### src/rtl/core/sbr_pkg.sv
`timescale 1ns / 1ps
package sbr_pkg;

    // input transaction modes
    localparam logic [1:0] MODE_DATA = 2'd0;
    localparam logic [1:0] MODE_END  = 2'd1;
    localparam logic [1:0] MODE_POP  = 2'd2;

    localparam int unsigned IDX_W   = 64;
    localparam int unsigned CFG_W   = 9;
    localparam int unsigned POP_W   = 9;
    localparam int unsigned CNT_OUT = 4;
    localparam int unsigned PEND_O  = 9;

    typedef enum logic [2:0] {
        S_IDLE,
        S_DRAIN_CHK,
        S_DRAIN_RD,
        S_FLUSH,
        S_EMIT_RD,
        S_EMIT_OUT
    } t_state;

endpackage

### src/rtl/core/sbr_result_buf.sv
`timescale 1ns / 1ps
// chunk buffer: collects the chunks of one run until its status is final
module sbr_result_buf #(
    parameter int unsigned DEPTH  = 32,
    parameter int unsigned ADDR_W = 5
) (
    input  logic                            i_clk,
    input  logic                            i_wr_en,
    input  logic [ADDR_W-1:0]               i_wr_addr,
    input  logic [sbr_pkg::CNT_OUT+63:0]    i_wr_data,
    input  logic [ADDR_W-1:0]               i_rd_addr,
    output logic [sbr_pkg::CNT_OUT+63:0]    o_rd_data
);

    logic [sbr_pkg::CNT_OUT+63:0] r_mem [DEPTH];
    logic [sbr_pkg::CNT_OUT+63:0] r_rd;

    always_ff @(posedge i_clk) begin
        if (i_wr_en) begin
            r_mem[i_wr_addr] <= i_wr_data;
        end
        r_rd <= r_mem[i_rd_addr];
    end

    assign o_rd_data = r_rd;

endmodule
### config.mk
export PLATFORM = sky130hd
export DESIGN_NAME = sbr_result_buf
export DESIGN_NICKNAME = d
export VERILOG_FILES = /design/src/rtl/core/sbr_pkg.sv /design/src/rtl/core/sbr_result_buf.sv
export SDC_FILE = /design/constraint.sdc
export NUM_CORES = 2
export LEC_CHECK = 0
export ABC_AREA = 1
export BUFFER_PORTS_ARGS = -buffer_cell sky130_fd_sc_hd__buf_4
export CORE_UTILIZATION = 56
export CTS_CLUSTER_SIZE = 14
export DETAILED_ROUTE_END_ITERATION = 7
export HOLD_SLACK_MARGIN = 0.12
export PLACE_DENSITY = 0.75
export SYNTH_ARGS = -nofsm -noshare
export SYNTH_HDL_FRONTEND = slang
export SYNTH_SLANG_ARGS = --single-unit
### constraint.sdc
create_clock -name i_clk -period 3.7 [get_ports i_clk]
set_input_delay 0.37 -clock i_clk [delete_from_list [all_inputs] [get_ports i_clk]]
set_output_delay 0.37 -clock i_clk [all_outputs]
set_load 0.05 [all_outputs]
Word level (Yosys, flattened, before mapping)

Memories as Yosys holds them, arrays and structs flattened. A register that Yosys moved wholly into a read port is not among the register bits.
Cells that the tools add are included.

Memories: 1
Input bits: 80
Flip-flop bits (word level): 0
Output and inout port bits: 68
Word-level logic and storage cells: 3
RAM bits: 2176

Multiplexer cells: 2

Memory list:

| memory | words | width | rd ports | clocked after memory_dff | wr ports | line                 | RTL |
|---|---|---|---|---|---|---|---|
| r_mem  | 32    | 68    | 1        | 1                        | 1        | sbr_result_buf.sv:15 | `logic [sbr_pkg::CNT_OUT+63:0] r_mem [DEPTH];` |

Operators by type and width:

| cell    | count |
|---|---|
| $mux W1 | 2 |

Longest topological paths before layout

Depth in word-level cells: 2
Mapped depth: 12
Depth with buffers taken out: 9

Worst setup path before layout

No wires, ideal clock.

Path type: input-to-reg
Start: input port i_wr_addr[0]
End: memory r_mem[8][0] (netlist bit) (enable)
Cell stages on the path: 3
Arrival: 3513 ps
Data required time: 3205 ps
Setup time: 495 ps
Path buffers: 0
Slack: -307 ps
Path through: inv_1 > nand3_1 > nor2_1

RTL lines:

| what               | line                 | RTL |
|---|---|---|
| start: declaration | sbr_result_buf.sv:9  | `input logic [ADDR_W-1:0] i_wr_addr,` |
| end: declaration   | sbr_result_buf.sv:15 |  |

No word-level cell before the write port.

==> summary.txt <==
outcome: completed
fin crit share: 55.68%
CP Data Arrival Time: 2.83 ns
Internal: 0.04097 W
Buf+Inv Stages, Crit Path: 4
CTS tree: done
CP Max Fanout: 63
Num Clock Sinks: 2244
slew margin rel.: 29.87%
post-route cell area: 99440 um2
WHS: 0.2270 ns
warnings from Yosys: 0
CP dominant cell by count: nand2_1
Detail Placement HPWL: 113.9 mm
post-CTS sizing: 0
slowest stage delay, CP: 0.56 ns
fmax: 485.4 MHz
gp weighted congestion: 0.7892
fraction of layout cells with a size suffix above 1: 8.489%
CTS H-tree lvls: 4
drt first pass iters: 8
first-pass GRT wire length: 345.9 mm
Compound-Gate Fraction of Synth Area: 0%
via count: 58400
Logic pwr share: 6.6%
sequential share of power: 53.5%
MaxCap Viol Count: 0
CP Launch Type: primary input
std cell rows: 145
Synth Area in Simple Gates: 21.68%
Critical Path RT: 4.47 ns
Avg Cell Area, Syn: 12.30 um2
post-synthesis mux area share: 0%
sequential area share after synthesis: 75.57%
core box area: 156400 um2
final cell count without fillers: 9543
post-route ant nets: 0
RSZ-0062 raised after global routing: false
clk buf depth: 3
Clock Latency Late Sink: 0.86 ns
Cell Pwr Density: 533.9 nW/um2
syn nets: 7257
1st-iter DRT viols: 8518
Die H: 399.0 um
XOR/XNOR Fraction of Synth Area: 0%
#FFs+latches synth: 2244
switching share of power: 22.82%
Max IR drop VDD: 0.5533 mV
nets: 7368
Slew Limit Fails: 0
Post-CTS Setup Inserts: 0
Die Wd: 399.0 um
DRC violations left: 0
slowest CP cell: dlygate4sd3_1
Design Power: 0.05309 W
HP Class: in -> reg
Initial Utilization: 56.44%
global route total overflow: 0
largest net degree at the start of global routing: 181
All-Layer GR Usage: 29.06%
final hold vios: 0
# IOs: 148
Total Wirelength: 232.3 mm
clock power share: 39.9%
vias in the first global route: 56470
Cells after Synth: 7177
Post-Place Cells: 9062
Crit Path Category: in -> reg
worst-margin pin slew: 1.049 ns
synthesis-to-layout area growth: 12.65%
P_sw: 0.01211 W
die area: 159200 um2
Post-Syn Area: 88270 um2
largest family of logic cells by synthesized area: simple AND/OR/NAND/NOR gates
most common cell after layout, fill and taps aside: nand2_1
adder-cell area share of the yosys netlist: 0%
commonest cells after routing, fill and taps aside: nand2_1, edfxtp_1, nand3_1
synth top area cells: edfxtp_1, nand3_1, nand2_1, dfxtp_1, buf_2
post-synth cell types: 13
antenna violations before repair: 6
LEAKAGE: 35.45 nW
Final min period: 2.060 ns
top-area cell type share of the netlist area: 74.02%
Clock Tree Root: clkbuf_16
largest area contributor in the netlist: edfxtp_1
critical-path cell list: dlygate4sd3_1 -> buf_8 -> inv_8 -> buf_4 -> nand3_1 -> nand2_1 -> nand2_1 -> nand2_1 -> nand2_1 -> nand2_1
Finish-stage setup viols: 0
Top delay family on crit path: buffers and inverters
final core utilization: 63.58%
clock skew: 0.05104 ns
via/cell ratio: 6.119
placed cell areas: 91940 um2
IO Port Bufs: 147
total CTS buffers: 212
Clock Pin Slew Worst Setup and Hold Paths: 0.06 ns
wire per inst: 24.35 um
Critical Path End Type: flop
-- final timing paths --
| path | cells past startpoint | from | slack (ns) | endpoint |
|---|---|---|---|---|
| max | 10 | i_rd_addr[2] | 1.64 | o_rd_data[20] |
| min | 6 | i_rd_addr[1] | 0.23 | o_rd_data[58] |
| max reg2reg | 8 | r_mem[3][20] | 2.41 | o_rd_data[20] |
| min reg2reg | 6 | r_mem[6][7] | 0.68 | o_rd_data[7] |
-- area by class of cell --
| class | count | area [um2] |
|---|---|---|
| Antenna cell | 5 | 12.51 |
| Fill cell | 11090 | 56950 |
| Inverter | 10 | 78.83 |
| Tap cell | 2058 | 2575 |
| Sequential cell | 2244 | 66700 |
| Clock inverter | 98 | 854.6 |
| Timing Repair Buffer | 363 | 3905 |
| Multi-Input combinational cell | 4457 | 19380 |
| Clock buffer | 308 | 5931 |
-- cells in the mapped netlist (all sizes together) --
library cell  instances
inv                  10
clkbuf               88
nor2                 32
nand2              2502
nand3              1923
buf                 378
edfxtp             2176
dfxtp                68
-- flip-flops by register name (all words and copies together) (netlist names) --
| register | count |
|---|---|
| o_rd_data | 68 |
| r_mem | 2176 |
-- repair_timing --
item / 4_1_cts / 5_1_grt
hold endpoints to repair: 2205 / 0
setup endpoints to repair: 0 / 0
hold buffers: 70 / 0
-- per-layer routing --
metal  vias to the layer above  track usage [%]  wire (um)  part of all wire (%)
met4                         4            10.58       7659                   3.3
met2                      3804            46.33     109600                    47
li1                      25680                -          -                     -
met1                     28410            40.62      88250                    38
met5                         -                0         22                0.0095
met3                       496            4.891      26830                    12
-- power by group through the flow --
| stage | sequential, W | combinational, W | clock (W) |
|---|---|---|---|
| detailed placement | 0.0289 | 0.00339 | 0 |
| global route | 0.0284 | 0.00378 | 0.0222 |
| CTS | 0.0284 | 0.00348 | 0.0213 |
| global placement | 0.0289 | 0.00331 | 0 |
| finish | 0.0284 | 0.00352 | 0.0212 |
| floorplan | 0.0292 | 0.00174 | 0 |
-- kinds of logic after synthesis --
family | Yosys count
flops | 2244
buf+inv | 476
simple gates | 4457
-- worst register-to-register path, cell delays in order (launching register included) --
cell,delay (ns)
edfxtp_1,0.38
nand2_1,0.09
nand3_1,0.08
nand3_1,0.12
nand2_1,0.07
nand2_1,0.06
nand2_1,0.06
nand2_1,0.11
nand2_1,0.15
-- per-stage QoR --
stage / TNS, ns / setup WS, ns
2_1_floorplan: -630.51 / -0.3073
3_3_place_gp: 0 / 1.175
3_5_place_dp: 0 / 1.170
4_1_cts: 0 / 1.658
5_1_grt: 0 / 1.613
6_report: 0 / 1.640
No activity file was read; power rests on OpenSTA's default activity.
